[src/hdl/lrsp_pkg.sv]
// ----------------------------------------------------------------------------
// lrsp_pkg
// Shared constants, codes and types of the log record stream parser.
// ----------------------------------------------------------------------------
package lrsp_pkg;

	localparam int HASH_BYTES = 32;
	localparam int LEN_BYTES  = 4;

	localparam int BYTE_W   = 8;
	localparam int ROLE_W   = 3;
	localparam int TOPIC_W  = 8;
	localparam int OFF_W    = 5;
	localparam int STATUS_W = 2;
	localparam int LEN_W    = 32;
	localparam int CONS_W   = 33;
	localparam int CFG_IDX_W  = 1;
	localparam int CFG_DATA_W = 32;

	// register indexes
	localparam logic [CFG_IDX_W-1:0] CFG_MAX_TOPIC_COUNT   = 1'b0;
	localparam logic [CFG_IDX_W-1:0] CFG_MAX_PAYLOAD_BYTES = 1'b1;

	localparam logic [TOPIC_W-1:0] MAX_TOPIC_COUNT_RST   = 8'd4;
	localparam logic [LEN_W-1:0]   MAX_PAYLOAD_BYTES_RST = '1;

	// byte roles
	localparam logic [ROLE_W-1:0] ROLE_ADDR    = 3'd0;
	localparam logic [ROLE_W-1:0] ROLE_TCOUNT  = 3'd1;
	localparam logic [ROLE_W-1:0] ROLE_TOPIC   = 3'd2;
	localparam logic [ROLE_W-1:0] ROLE_LEN     = 3'd3;
	localparam logic [ROLE_W-1:0] ROLE_DATA    = 3'd4;
	localparam logic [ROLE_W-1:0] ROLE_IGNORED = 3'd5;

	// record status
	localparam logic [STATUS_W-1:0] ST_OK    = 2'd0;
	localparam logic [STATUS_W-1:0] ST_SHORT = 2'd1;
	localparam logic [STATUS_W-1:0] ST_LIMIT = 2'd2;

	typedef enum logic [5:0] {
		PH_ADDR   = 6'b000001,
		PH_TCOUNT = 6'b000010,
		PH_TOPIC  = 6'b000100,
		PH_LEN    = 6'b001000,
		PH_DATA   = 6'b010000,
		PH_PEND   = 6'b100000
	} phase_t;

	// one parse step, from the parser to the output stage
	typedef struct packed {
		logic                has;
		logic [ROLE_W-1:0]   role;
		logic [TOPIC_W-1:0]  topic_number;
		logic [OFF_W-1:0]    byte_offset;
		logic                done_res;
		logic [STATUS_W-1:0] status;
		logic [CONS_W-1:0]   consumed_bytes;
	} result_t;

endpackage

[src/hdl/lrsp_if.sv]
// ----------------------------------------------------------------------------
// lrsp_if
// Valid/ready channels of the parser: buffer bytes in, tagged bytes out.
// ----------------------------------------------------------------------------
interface lrsp_in_if;
	import lrsp_pkg::*;

	logic              valid;
	logic              ready;
	logic [BYTE_W-1:0] in_byte;
	logic              final_byte;

	modport source (output valid, output in_byte, output final_byte, input ready);
	modport sink   (input valid, input in_byte, input final_byte, output ready);
endinterface

interface lrsp_out_if;
	import lrsp_pkg::*;

	logic                valid;
	logic                ready;
	logic [ROLE_W-1:0]   role;
	logic [TOPIC_W-1:0]  topic_number;
	logic [OFF_W-1:0]    byte_offset;
	logic [BYTE_W-1:0]   byte_value;
	logic                done_res;
	logic [STATUS_W-1:0] status;
	logic [CONS_W-1:0]   consumed_bytes;

	modport source (output valid, output role, output topic_number, output byte_offset,
		output byte_value, output done_res, output status, output consumed_bytes,
		input ready);
	modport sink   (input valid, input role, input topic_number, input byte_offset,
		input byte_value, input done_res, input status, input consumed_bytes,
		output ready);
endinterface

[src/hdl/log_record_stream_parser_core.sv]
// ----------------------------------------------------------------------------
// log_record_stream_parser_core
// A byte beat is held in the input register, then its result in the result
// register. Throughput: one byte per cycle while no result beat stalls; the
// parse step is combinational logic between the input and result registers.
// Reset: clears the parse state and both stages; limits return to 4 and
// 0xFFFFFFFF.
// ----------------------------------------------------------------------------
module log_record_stream_parser_core (
	input  logic                              clk,
	input  logic                              arst_n,
	input  logic                              cfg_we,
	input  logic [lrsp_pkg::CFG_IDX_W-1:0]    cfg_index,
	input  logic [lrsp_pkg::CFG_DATA_W-1:0]   cfg_wdata,
	lrsp_in_if.sink                           byte_ch,
	lrsp_out_if.source                        result_ch
);
	import lrsp_pkg::*;

	// Limit registers. Writes land directly; the host must only write them
	// between records, which the block itself does not enforce.
	logic [TOPIC_W-1:0] max_topic_count_q;
	logic [LEN_W-1:0]   max_payload_bytes_q;

	always_ff @(posedge clk or negedge arst_n) begin
		if (!arst_n) begin
			max_topic_count_q   <= MAX_TOPIC_COUNT_RST;
			max_payload_bytes_q <= MAX_PAYLOAD_BYTES_RST;
		end else if (cfg_we) begin
			case (cfg_index)
				CFG_MAX_TOPIC_COUNT:   max_topic_count_q   <= cfg_wdata[TOPIC_W-1:0];
				CFG_MAX_PAYLOAD_BYTES: max_payload_bytes_q <= cfg_wdata[LEN_W-1:0];
				default: ;
			endcase
		end
	end

	// Stage 1: input register. It holds one byte beat until the parser
	// can step it into the result register.
	logic              valid_s1;
	logic [BYTE_W-1:0] byte_s1;
	logic              final_s1;
	logic              advance_s1;

	// Stage 2: result register, the output beat.
	logic                valid_s2;
	logic [ROLE_W-1:0]   role_s2;
	logic [TOPIC_W-1:0]  topic_s2;
	logic [OFF_W-1:0]    off_s2;
	logic [BYTE_W-1:0]   byte_s2;
	logic                done_s2;
	logic [STATUS_W-1:0] status_s2;
	logic [CONS_W-1:0]   cons_s2;

	result_t step_res;

	// Step stage 1 when the result register is free or drains this cycle.
	// A byte that yields no result (trailing bytes) steps regardless.
	assign advance_s1   = valid_s1 && (!valid_s2 || result_ch.ready || !step_res.has);
	assign byte_ch.ready = !valid_s1 || advance_s1;

	always_ff @(posedge clk or negedge arst_n) begin
		if (!arst_n) begin
			valid_s1 <= 1'b0;
		end else if (byte_ch.ready) begin
			valid_s1 <= byte_ch.valid;
		end
	end

	// payload: no reset needed
	always_ff @(posedge clk) begin
		if (byte_ch.ready && byte_ch.valid) begin
			byte_s1  <= byte_ch.in_byte;
			final_s1 <= byte_ch.final_byte;
		end
	end

	// One parse step per byte: tags role, offsets and the record decision.
	lrsp_parser u_parser (
		.clk               (clk),
		.arst_n            (arst_n),
		.step_en           (advance_s1),
		.in_byte           (byte_s1),
		.final_byte        (final_s1),
		.max_topic_count   (max_topic_count_q),
		.max_payload_bytes (max_payload_bytes_q),
		.result            (step_res)
	);

	always_ff @(posedge clk or negedge arst_n) begin
		if (!arst_n) begin
			valid_s2 <= 1'b0;
		end else if (advance_s1 && step_res.has) begin
			valid_s2 <= 1'b1;
		end else if (result_ch.ready) begin
			valid_s2 <= 1'b0;
		end
	end

	always_ff @(posedge clk) begin
		if (advance_s1 && step_res.has) begin
			role_s2   <= step_res.role;
			topic_s2  <= step_res.topic_number;
			off_s2    <= step_res.byte_offset;
			byte_s2   <= byte_s1;
			done_s2   <= step_res.done_res;
			status_s2 <= step_res.status;
			cons_s2   <= step_res.consumed_bytes;
		end
	end

	assign result_ch.valid          = valid_s2;
	assign result_ch.role           = role_s2;
	assign result_ch.topic_number   = topic_s2;
	assign result_ch.byte_offset    = off_s2;
	assign result_ch.byte_value     = byte_s2;
	assign result_ch.done_res       = done_s2;
	assign result_ch.status         = status_s2;
	assign result_ch.consumed_bytes = cons_s2;

	// A stalled result beat must not be overwritten by the parser.
	a_hold_result: assert property (@(posedge clk) disable iff (!arst_n)
		valid_s2 && !result_ch.ready |=> valid_s2 && $stable(byte_s2) && $stable(role_s2))
		else $error("result beat changed while stalled");

	// Beats that do not settle the record carry no status and no count.
	a_open_clean: assert property (@(posedge clk) disable iff (!arst_n)
		valid_s2 && !done_s2 |-> status_s2 == ST_OK && cons_s2 == '0)
		else $error("status or count on an unsettled beat");

	// Errors report zero consumed bytes.
	a_err_zero: assert property (@(posedge clk) disable iff (!arst_n)
		valid_s2 && done_s2 && status_s2 != ST_OK |-> cons_s2 == '0)
		else $error("nonzero count on an error");

	// Only topic bytes carry a topic number.
	a_topic_num: assert property (@(posedge clk) disable iff (!arst_n)
		valid_s2 && role_s2 != ROLE_TOPIC |-> topic_s2 == '0)
		else $error("topic number outside a topic");

endmodule

[src/hdl/lrsp_parser.sv]
// ----------------------------------------------------------------------------
// lrsp_parser
// Record parse state and the combinational step that tags one byte.
// ----------------------------------------------------------------------------
module lrsp_parser (
	input  logic                             clk,
	input  logic                             arst_n,
	input  logic                             step_en,
	input  logic [lrsp_pkg::BYTE_W-1:0]      in_byte,
	input  logic                             final_byte,
	input  logic [lrsp_pkg::TOPIC_W-1:0]     max_topic_count,
	input  logic [lrsp_pkg::LEN_W-1:0]       max_payload_bytes,
	output lrsp_pkg::result_t                result
);
	import lrsp_pkg::*;

	logic                idle_q, idle_d;
	phase_t              phase_q, phase_d;
	logic [OFF_W-1:0]    off_q, off_d;
	logic [TOPIC_W-1:0]  topic_total_q, topic_total_d;
	logic [TOPIC_W-1:0]  topic_index_q, topic_index_d;
	logic [LEN_W-1:0]    length_q, length_d;
	logic [LEN_W-1:0]    remain_q, remain_d;
	logic [CONS_W-1:0]   seen_q, seen_d;
	logic                pending_q, pending_d;

	logic [CONS_W-1:0]   seen_inc;
	logic [TOPIC_W-1:0]  topic_next;
	logic [LEN_W-1:0]    len_new;
	logic [LEN_W-1:0]    remain_dec;

	assign seen_inc   = seen_q + CONS_W'(1);
	assign topic_next = topic_index_q + TOPIC_W'(1);
	assign remain_dec = remain_q - LEN_W'(1);
	assign len_new    = length_q | (LEN_W'(in_byte) << {off_q[1:0], 3'b000});

	always_comb begin
		result         = '0;
		result.has     = !idle_q;
		result.status  = ST_OK;
		idle_d         = idle_q;
		phase_d        = phase_q;
		off_d          = off_q;
		topic_total_d  = topic_total_q;
		topic_index_d  = topic_index_q;
		length_d       = length_q;
		remain_d       = remain_q;
		seen_d         = idle_q ? seen_q : seen_inc;
		pending_d      = pending_q;

		if (!idle_q) begin
			case (phase_q)
				PH_ADDR: begin
					result.role        = ROLE_ADDR;
					result.byte_offset = off_q;
					if (off_q == OFF_W'(HASH_BYTES - 1)) begin
						off_d   = '0;
						phase_d = PH_TCOUNT;
					end else begin
						off_d = off_q + OFF_W'(1);
					end
				end
				PH_TCOUNT: begin
					result.role   = ROLE_TCOUNT;
					topic_total_d = in_byte;
					topic_index_d = '0;
					off_d         = '0;
					if (in_byte > max_topic_count) begin
						pending_d = 1'b1;
						phase_d   = PH_PEND;
					end else if (in_byte == '0) begin
						phase_d = PH_LEN;
					end else begin
						phase_d = PH_TOPIC;
					end
				end
				PH_PEND: begin
					result.role = ROLE_IGNORED;
					off_d       = off_q + OFF_W'(1);
					if (off_q >= OFF_W'(LEN_BYTES - 1) && pending_q) begin
						result.done_res = 1'b1;
						result.status   = ST_LIMIT;
					end
				end
				PH_TOPIC: begin
					result.role         = ROLE_TOPIC;
					result.topic_number = topic_index_q;
					result.byte_offset  = off_q;
					if (off_q == OFF_W'(HASH_BYTES - 1)) begin
						off_d         = '0;
						topic_index_d = topic_next;
						if (topic_next >= topic_total_q)
							phase_d = PH_LEN;
					end else begin
						off_d = off_q + OFF_W'(1);
					end
				end
				PH_LEN: begin
					result.role        = ROLE_LEN;
					result.byte_offset = off_q;
					length_d           = len_new;
					if (off_q >= OFF_W'(LEN_BYTES - 1)) begin
						off_d = '0;
						if (len_new > max_payload_bytes) begin
							result.done_res = 1'b1;
							result.status   = ST_LIMIT;
						end else if (len_new == '0) begin
							result.done_res       = 1'b1;
							result.consumed_bytes = seen_inc;
						end else begin
							remain_d = len_new;
							phase_d  = PH_DATA;
						end
					end else begin
						off_d = off_q + OFF_W'(1);
					end
				end
				PH_DATA: begin
					result.role = ROLE_DATA;
					remain_d    = remain_dec;
					if (remain_dec == '0) begin
						result.done_res       = 1'b1;
						result.consumed_bytes = seen_inc;
					end
				end
				default: begin
					result.has = 1'b0;
					seen_d     = seen_q;
				end
			endcase

			// buffer ended before the record settled
			if (result.has && !result.done_res && final_byte) begin
				result.done_res       = 1'b1;
				result.status         = ST_SHORT;
				result.consumed_bytes = '0;
			end
			if (result.done_res)
				idle_d = 1'b1;
		end

		// the last byte of a buffer always restarts the parse
		if (final_byte) begin
			idle_d        = 1'b0;
			phase_d       = PH_ADDR;
			off_d         = '0;
			topic_total_d = '0;
			topic_index_d = '0;
			length_d      = '0;
			remain_d      = '0;
			seen_d        = '0;
			pending_d     = 1'b0;
		end
	end

	always_ff @(posedge clk or negedge arst_n) begin
		if (!arst_n) begin
			idle_q        <= 1'b0;
			phase_q       <= PH_ADDR;
			off_q         <= '0;
			topic_total_q <= '0;
			topic_index_q <= '0;
			length_q      <= '0;
			remain_q      <= '0;
			seen_q        <= '0;
			pending_q     <= 1'b0;
		end else if (step_en) begin
			idle_q        <= idle_d;
			phase_q       <= phase_d;
			off_q         <= off_d;
			topic_total_q <= topic_total_d;
			topic_index_q <= topic_index_d;
			length_q      <= length_d;
			remain_q      <= remain_d;
			seen_q        <= seen_d;
			pending_q     <= pending_d;
		end
	end

endmodule
[src/flat_wrapper.sv]
// flat-port wrapper written by rule: the top's interface ports become plain ports
module log_record_stream_parser_core_flat import lrsp_pkg::*;
  (clk, arst_n, cfg_we, cfg_index, cfg_wdata, byte_ch_valid, byte_ch_in_byte, byte_ch_final_byte, byte_ch_ready, result_ch_valid, result_ch_role, result_ch_topic_number, result_ch_byte_offset, result_ch_byte_value, result_ch_done_res, result_ch_status, result_ch_consumed_bytes, result_ch_ready);
  lrsp_in_if byte_ch_i ();
  lrsp_out_if result_ch_i ();
  input  logic clk;
  input  logic arst_n;
  input  logic cfg_we;
  input  logic [lrsp_pkg::CFG_IDX_W-1:0] cfg_index;
  input  logic [lrsp_pkg::CFG_DATA_W-1:0] cfg_wdata;
  input wire logic [$bits(byte_ch_i.valid)-1:0] byte_ch_valid;
  input wire logic [$bits(byte_ch_i.in_byte)-1:0] byte_ch_in_byte;
  input wire logic [$bits(byte_ch_i.final_byte)-1:0] byte_ch_final_byte;
  output wire logic [$bits(byte_ch_i.ready)-1:0] byte_ch_ready;
  output wire logic [$bits(result_ch_i.valid)-1:0] result_ch_valid;
  output wire logic [$bits(result_ch_i.role)-1:0] result_ch_role;
  output wire logic [$bits(result_ch_i.topic_number)-1:0] result_ch_topic_number;
  output wire logic [$bits(result_ch_i.byte_offset)-1:0] result_ch_byte_offset;
  output wire logic [$bits(result_ch_i.byte_value)-1:0] result_ch_byte_value;
  output wire logic [$bits(result_ch_i.done_res)-1:0] result_ch_done_res;
  output wire logic [$bits(result_ch_i.status)-1:0] result_ch_status;
  output wire logic [$bits(result_ch_i.consumed_bytes)-1:0] result_ch_consumed_bytes;
  input wire logic [$bits(result_ch_i.ready)-1:0] result_ch_ready;
  assign byte_ch_i.valid = byte_ch_valid;
  assign byte_ch_i.in_byte = byte_ch_in_byte;
  assign byte_ch_i.final_byte = byte_ch_final_byte;
  assign byte_ch_ready = byte_ch_i.ready;
  assign result_ch_valid = result_ch_i.valid;
  assign result_ch_role = result_ch_i.role;
  assign result_ch_topic_number = result_ch_i.topic_number;
  assign result_ch_byte_offset = result_ch_i.byte_offset;
  assign result_ch_byte_value = result_ch_i.byte_value;
  assign result_ch_done_res = result_ch_i.done_res;
  assign result_ch_status = result_ch_i.status;
  assign result_ch_consumed_bytes = result_ch_i.consumed_bytes;
  assign result_ch_i.ready = result_ch_ready;
  log_record_stream_parser_core u_core (.clk(clk), .arst_n(arst_n), .cfg_we(cfg_we), .cfg_index(cfg_index), .cfg_wdata(cfg_wdata), .byte_ch(byte_ch_i), .result_ch(result_ch_i));
endmodule
[config.mk]
export PLATFORM = sky130hd
export DESIGN_NAME = log_record_stream_parser_core_flat
export DESIGN_NICKNAME = d
export VERILOG_FILES = /design/src/hdl/lrsp_pkg.sv /design/src/hdl/lrsp_if.sv /design/src/hdl/log_record_stream_parser_core.sv /design/src/hdl/lrsp_parser.sv /design/src/flat_wrapper.sv
export SDC_FILE = /design/constraint.sdc
export NUM_CORES = 1
export LEC_CHECK = 0
export ABC_CLOCK_PERIOD_IN_PS = 3550
export BUFFER_PORTS_ARGS = -buffer_cell sky130_fd_sc_hd__buf_2
export CORE_MARGIN = 2
export CORE_UTILIZATION = 45
export DETAILED_ROUTE_END_ITERATION = 16
export PLACE_DENSITY = 0.65
export SKIP_LAST_GASP = 1
export SLEW_MARGIN = 20
export SYNTH_ARGS = -nofsm -noshare
export SYNTH_HDL_FRONTEND = slang
export SYNTH_SLANG_ARGS = --single-unit
export TNS_END_PERCENT = 10
[constraint.sdc]
create_clock -name clk -period 3.55 [get_ports clk]
set_input_delay 0.5325 -clock clk [delete_from_list [all_inputs] [get_ports clk]]
set_output_delay 0.5325 -clock clk [all_outputs]
set_load 0.1 [all_outputs]
==> metrics.md, run 1 <==
| Metric | Value |
|---|---|
| Flop and latch count out of synthesis | `237` |
| Overall die width | `174 um` |
| Synth async-reset ratio | `0.709` |
| Vias in the first global route | `10,100` |
| Die Area | `30,300 sq um` |
| Rows | `62` |
| Total Routed Length | `35,800 um` |
| Placed wire-length estimate | `25,400 um` |
| Maximum Capacitance Violations | `0` |
| CTS root buf | `clkbuf_16` |
| Synth Cell Area | `13,000 sq um` |
| Post-synth cell types | `72` |
| GRT met3 Usage | `0.0392` |
| Routability cong. | `0.939` |
| CP Data Required Time | `3.86 ns` |
| DR WL/cell | `19.1 um` |
| Hold WC Path Type | `in -> async` |
| Largest net degree at the start of global routing | `78` |
| Post-synth top cells | `o21ai_0 (141), dfrtp_1 (134), nor2_1 (130), a21oi_1 (102), nand2_1 (79)` |
| Grt total ovfl | `0` |
| Clock transition at path regs | `0.06 ns` |
| Register area share after synthesis | `0.486` |
| GRT Util Overall | `0.232` |
| PwrDens | `543 nW/um^2` |
| Mux contribution to synthesized area | `0.0309` |
| CTS Hold Bufs | `0` |
| TritonCTS Sinks | `237` |
| Setup Skew | `0.0167 ns` |
| IO buf count | `108` |
| Worst-Skew Late Latency | `0.57 ns` |
| Final setup violation count | `0` |
| Post-Synth Simple-Gate Area | `0.188` |
| Total power | `0.00822 W` |
| EDFF count, synth | `69` |
| Htree depth | `1` |
| Via/cell ratio | `5.76` |
| Beginning of the critical path | `u_core.byte_s1[4]` |
| P&R area growth vs syn | `16.5%` |
| Final Hold Fails | `0` |
| Compound-Gate Fraction of Synth Area | `0.171` |
| Net Count, Synth | `1,451` |
| Worst EP arrival | `3.74 ns` |
| Pre-antenna DRT Iters | `7` |
| Core Region | `28,500 sq um` |
| Status | `completed` |
| Largest family of logic cells by synthesized area | `simple AND/OR/NAND/NOR gates` |
| Die H | `174 um` |
| Nets | `1,573` |
| Crit-path max FO | `8` |
| Hold Slack | `0.0138 ns` |
| VDD IR-drop max | `0.395 mV` |
| DRC Markers | `0` |
| GR Util met2 | `0.357` |
| GR peak layer | `met2` |
| Routed vias | `10,800` |
| Synth Area in Adders | `0.0520` |
| Setup CP Type | `reg -> reg` |
| Final Cycle Share | `0.964` |
| # IOs | `109` |
| Fmax | `292 MHz` |
| Share of the synthesized area in the top cell type | `0.258` |
| Ant. Diodes | `0` |
| Worst-Margin Slew | `1.02 ns` |
| Starting Density | `0.455` |
| Cell with the most instances after synthesis | `o21ai_0` |
| Max Slew Vio Count | `0` |
| P_leak | `6.89 nW` |
| Worst slew margin | `0.316` |
| Initial antenna violation count | `0` |
| Setup crit start kind | `register` |
| Deepest clock path buffer count | `3` |
| Cell taking the most area after synthesis | `dfrtp_1` |
| CTS tree | `built` |
| Syn avg cell area | `9.63 sq um` |
| Ranking of synthesized cells by area | `dfrtp_1 (26%), edfxtp_1 (16%), dfstp_2 (6.9%)` |
| M1 GR Usage | `0.344` |
| Most used DFF post-synth | `dfrtp_1` |
| First-pass GRT wire length | `56,500 um` |
| Final ANT Viol Nets | `0` |
| Synthesized instance count | `1,350` |
| Final min period | `3.42 ns` |
| DRT iter0 DRCs | `884` |
| Synth Warn # | `0` |
| RSZ-0062 raised after global routing | `no` |
| XOR/XNOR Fraction of Synth Area | `0.0283` |
| Crit Reg-Reg Startpoint | `u_core.byte_s1[4]` |
| Num CTS Buffers | `27` |
| Share of layout cells above drive strength 1 | `0.222` |
| Critical path endpoint category | `register` |
what timing repair did:
action                                  CTS  global route
setup buffers                             0             2
gates cloned                              0             2
hold endpoints to repair                  0             0
resized for setup                         2            10
pin swaps                                 0             2
endpoints found under the setup margin   31            68
critical path, stage by stage, from the launching register on:
cell       delay [ns]
edfxtp_1         0.66
buf_4            0.27
a21o_1           0.20
ha_1             0.28
nand2_1          0.09
nor4_4           0.32
nand2_2          0.12
a41oi_1          0.21
o22ai_2          0.15
nor3b_2          0.20
o221ai_4         0.35
clkbuf_16        0.26
nor2_2           0.05
sequential cells by signal (all words and copies together) (netlist names), 32 cells and up:
register                         cells
u_core.result_ch.consumed_bytes     33
u_core.u_parser.seen_q              33
u_core.max_payload_bytes_q          32
u_core.u_parser.length_q            32
u_core.u_parser.remain_q            32
cells by family (layout without fill, tap and decap cells):
kind of cell / Yosys count / in the layout
muxes: 36 / 36
AOI/OAI and AO/OA: 371 / 371
buffers and inverters: 137 / 280
and+or+nand+nor: 473 / 473
adders and majority gates: 54 / 54
xor gates and xnor gates: 42 / 42
DFF: 237 / 237
placed cells by master, fill, tap and decap left out, drive strengths merged, types with 16 or more instances in the layout:
| cell type | instances |
|---|---|
| buf | 168 |
| nor2 | 153 |
| o21ai | 145 |
| dfrtp | 134 |
| a21oi | 102 |
| nand2 | 79 |
| edfxtp | 69 |
| inv | 61 |
| ha | 54 |
| and3 | 43 |
| nor3 | 41 |
| clkbuf | 39 |
| a21o | 36 |
| dfstp | 34 |
| nand3 | 33 |
| mux2 | 33 |
| xnor2 | 23 |
| nor4 | 23 |
| o31ai | 21 |
| xor2 | 19 |
| nand2b | 19 |
| and2 | 18 |
| nand4 | 16 |
where the power goes:
| part | switching (W) | internal [W] | total [W] |
|---|---|---|---|
| Clock | 0.00117 | 0.00162 | 0.00279 |
| Sequential | 0.000163 | 0.00306 | 0.00322 |
| Combinational | 0.00152 | 0.000693 | 0.00221 |
area by class of cell:
cell class,instances,area [sq um]
Clock buffer,38,787
Clock inverter,12,100
Fill cell,2609,13400
Inverter,61,233
Multi-Input combinational cell,976,6150
Sequential cell,237,6320
Tap cell,384,480
Timing Repair Buffer,169,1070
final timing paths:
path | end | slack (ns) | cells after the start
max in group asynchronous | u_core.max_payload_bytes_q[10] | 2.62 | 2
hold / removal | u_core.u_parser.remain_q[18] | 0.01 | 1
setup / recovery | u_core.result_ch.consumed_bytes[15] | 0.13 | 12
min in group clk | u_core.byte_s1[4] | 0.15 | 1
hold reg to reg | u_core.u_parser.pending_q | 0.50 | 2
setup reg to reg | u_core.result_ch.consumed_bytes[15] | 0.13 | 12
metrics by stage:
stage	utilization	TNS, ns	cells	worst slack, ns	area, sq um
2_1_floorplan	-	0	1350	0.0216	13000
3_3_place_gp	0.496	0	1823	0.130	14200
3_5_place_dp	0.496	-0.159	1823	-0.0435	14200
4_1_cts	0.527	0	1873	0.0341	15000
5_1_grt	0.530	0	1877	0.00517	15100
6_report	0.530	0	1877	0.126	15100
per-layer routing:
| metal | wire [um] | vias up | share of wire |
|---|---|---|---|
| met5 | 0 | - | 0 |
| met4 | 767 | 0 | 0.021 |
| met3 | 2660 | 65 | 0.074 |
| met2 | 15900 | 449 | 0.45 |
| met1 | 16400 | 5192 | 0.46 |
| li1 | - | 5101 | - |
Note: power is estimated with default switching activity, not from simulation.
==> inputs of run 2 (changes only) <==
--- a/config.mk
+++ b/config.mk
@@ -7,6 +7,7 @@
 export LEC_CHECK = 0
 export ABC_CLOCK_PERIOD_IN_PS = 3550
 export BUFFER_PORTS_ARGS = -buffer_cell sky130_fd_sc_hd__buf_2
+export CORE_ASPECT_RATIO = 1.75
 export CORE_MARGIN = 2
 export CORE_UTILIZATION = 45
 export DETAILED_ROUTE_END_ITERATION = 16
==> run 2 against run 1 <==
Die area up 0.18%. Sequential share of layout area is essentially flat. Clock power about the same. Critical endpoint is now u_core.result_ch.consumed_bytes[7]. Worst hold slack worse by 0.0016 ns. Clock skew up 0.011 ns. Setup slack improved by 0.014 ns. Sequential power is essentially flat. Combinational power rose by 3%. Register-to-register slack about the same. First-iteration DRC count down 31%.
==> metrics.md, run 2 (synthesis gave the netlist of run 1 again) <==
| Metric | Value |
|---|---|
| Status | `completed` |
| Crit Reg-Reg Startpoint | `u_core.byte_s1[3]` |
| First-pass GRT wire length | `57,200 um` |
| Setup CP Type | `reg -> reg` |
| Critical Path End | `u_core.result_ch.consumed_bytes[7]` |
| Beginning of the critical path | `u_core.byte_s1[3]` |
| Die Area | `30,300 sq um` |
| CP cell instances | `a21o_1 > ha_1 > nand4_1 > nor4_4 > nand2_1 > a41oi_2 > o22ai_2 > nor3b_2 > o221ai_4 > buf_12 > a21oi_1` |
| Final Hold Fails | `0` |
| Share of layout cells above drive strength 1 | `0.216` |
| Critical path endpoint category | `register` |
| Clk pwr share | `0.337` |
| Final min period | `3.41 ns` |
| Die H | `229 um` |
| Fin cells | `1,863` |
| PnR worst setup slack | `0.140 ns` |
| Via/cell ratio | `5.79` |
| IO buf count | `108` |
| Largest net degree at the start of global routing | `73` |
| VDD IR-drop max | `0.530 mV` |
| Crit-path max FO | `17` |
| GRT Util Overall | `0.236` |
| Pre-antenna DRT Iters | `5` |
| Ant. Diodes | `0` |
| Max Slew Vio Count | `0` |
| Worst slew margin | `0.438` |
| Vias in the first global route | `10,900` |
| Final ANT Viol Nets | `0` |
| P&R area growth vs syn | `16.5%` |
| Worst path buffer plus inverter count | `1` |
| Hold WC Path Type | `in -> async` |
| TritonCTS Sinks | `237` |
| Critical path depth | `11` |
| Nets | `1,569` |
| Rows | `82` |
| Sw frac | `0.342` |
| P_leak | `6.86 nW` |
| # IOs | `109` |
| Core Region | `28,500 sq um` |
| Comb pwr share | `0.274` |
| Maximum Capacitance Violations | `0` |
| Worst-Skew Late Latency | `0.55 ns` |
| Total Routed Length | `36,300 um` |
| Htree depth | `1` |
| Commonest non-fill, non-tap cells in the layout | `o21ai_0 (140), dfrtp_1 (134), nor2_1 (128)` |
| Grt total ovfl | `0` |
| Placed wire-length estimate | `26,800 um` |
| DR WL/cell | `19.5 um` |
| Inst Count DP | `1,816` |
| Pint | `0.00544 W` |
| Routability cong. | `0.971` |
| Biggest cell delay along the critical path | `0.64 ns` |
| Setup Skew | `0.0275 ns` |
| Total power | `0.00827 W` |
| PwrDens | `546 nW/um^2` |
| Commonest non-fill, non-tap cell in the layout | `o21ai_0` |
| Layout fillers | `2,637` |
| CP delay by family, top | `compound AO/OA/AOI/OAI gates` |
| Worst EP arrival | `3.68 ns` |
| Reg power frac | `0.389` |
| Deepest clock path buffer count | `3` |
| DRC Markers | `0` |
| Fmax | `293 MHz` |
| Routed vias | `10,800` |
| Overall die width | `132 um` |
| R2R depth | `11` |
| CP Data Required Time | `3.82 ns` |
| Starting Density | `0.456` |
| CTS root buf | `clkbuf_16` |
| DP Worst Slack | `-0.0119 ns` |
| Slowest CP cell | `edfxtp_1` |
| Num CTS Buffers | `23` |
| CTS tree | `built` |
| Clock transition at path regs | `0.07 ns` |
| Initial antenna violation count | `0` |
| RSZ-0062 raised after global routing | `yes` |
| Final Cycle Share | `0.960` |
| R2R Setup Slk | `0.14 ns` |
| Switching Power | `0.00283 W` |
| Reg-to-Reg End | `u_core.result_ch.consumed_bytes[7]` |
| Setup crit start kind | `register` |
| Worst-Margin Slew | `0.836 ns` |
| Setup_tns | `0 ns` |
| DRT iter0 DRCs | `607` |
| Final setup violation count | `0` |
==> run 2: layer usage <==
| layer | GRT usage | vias up | part of all wire |
|---|---|---|---|
| li1 | - | 5097 | - |
| met1 | 0.243 | 5203 | 0.35 |
| met2 | 0.450 | 364 | 0.54 |
| met3 | 0.0291 | 120 | 0.046 |
| met4 | 0.138 | 0 | 0.061 |
| met5 | 0 | - | 0 |
==> run 2: cell type report <==
type,count,area [sq um],area share
repair buffers,169,1110,0.0735
multi-input cells,976,6150,0.406
clock inverters,14,240,0.0159
flip-flops and latches,237,6320,0.417
inverters,61,233,0.0154
well taps,378,473,0.0312
clock buffers,28,614,0.0406
==> run 2: worst min-delay path by stage <==
stage	from	endpoint
6_report	arst_n	u_core.u_parser.remain_q[19]
5_1_grt	arst_n	u_core.u_parser.remain_q[25]
4_1_cts	arst_n	u_core.u_parser.length_q[21]
3_5_place_dp	u_core.u_parser.pending_q	u_core.u_parser.pending_q
3_3_place_gp	u_core.u_parser.pending_q	u_core.u_parser.pending_q
2_1_floorplan	arst_n	u_core.max_topic_count_q[0]
==> run 2: timing repair <==
item / CTS / global route
hold endpoints to repair: 0 / 0
buffers inserted: 0 / 3
cloned: 0 / 2
setup endpoints to repair: 31 / 64
hold buffers: 0 / 0
gates resized for setup: 3 / 7
pin swaps: 0 / 3
==> run 2: through the flow <==
| stage | instance area (sq um) | util | hold WS, ns |
|---|---|---|---|
| CTS | 15100 | 0.528 | 0.0233 |
| global placement | 14200 | 0.498 | 0.479 |
| global route | 15100 | 0.531 | 0.0592 |
| detailed placement | 14200 | 0.498 | 0.482 |
| finish | 15100 | 0.531 | 0.0122 |
| floorplan | 13000 | - | 0.237 |
==> run 2: power groups by stage <==
stage / Sequential (W) / Clock [W] / Combinational (W)
2_1_floorplan: 0.00363 / 0 / 0.00114
3_3_place_gp: 0.00326 / 0 / 0.00221
3_5_place_dp: 0.00327 / 0 / 0.00223
4_1_cts: 0.00321 / 0.00284 / 0.00224
5_1_grt: 0.00324 / 0.00293 / 0.00243
6_report: 0.00322 / 0.00279 / 0.00227
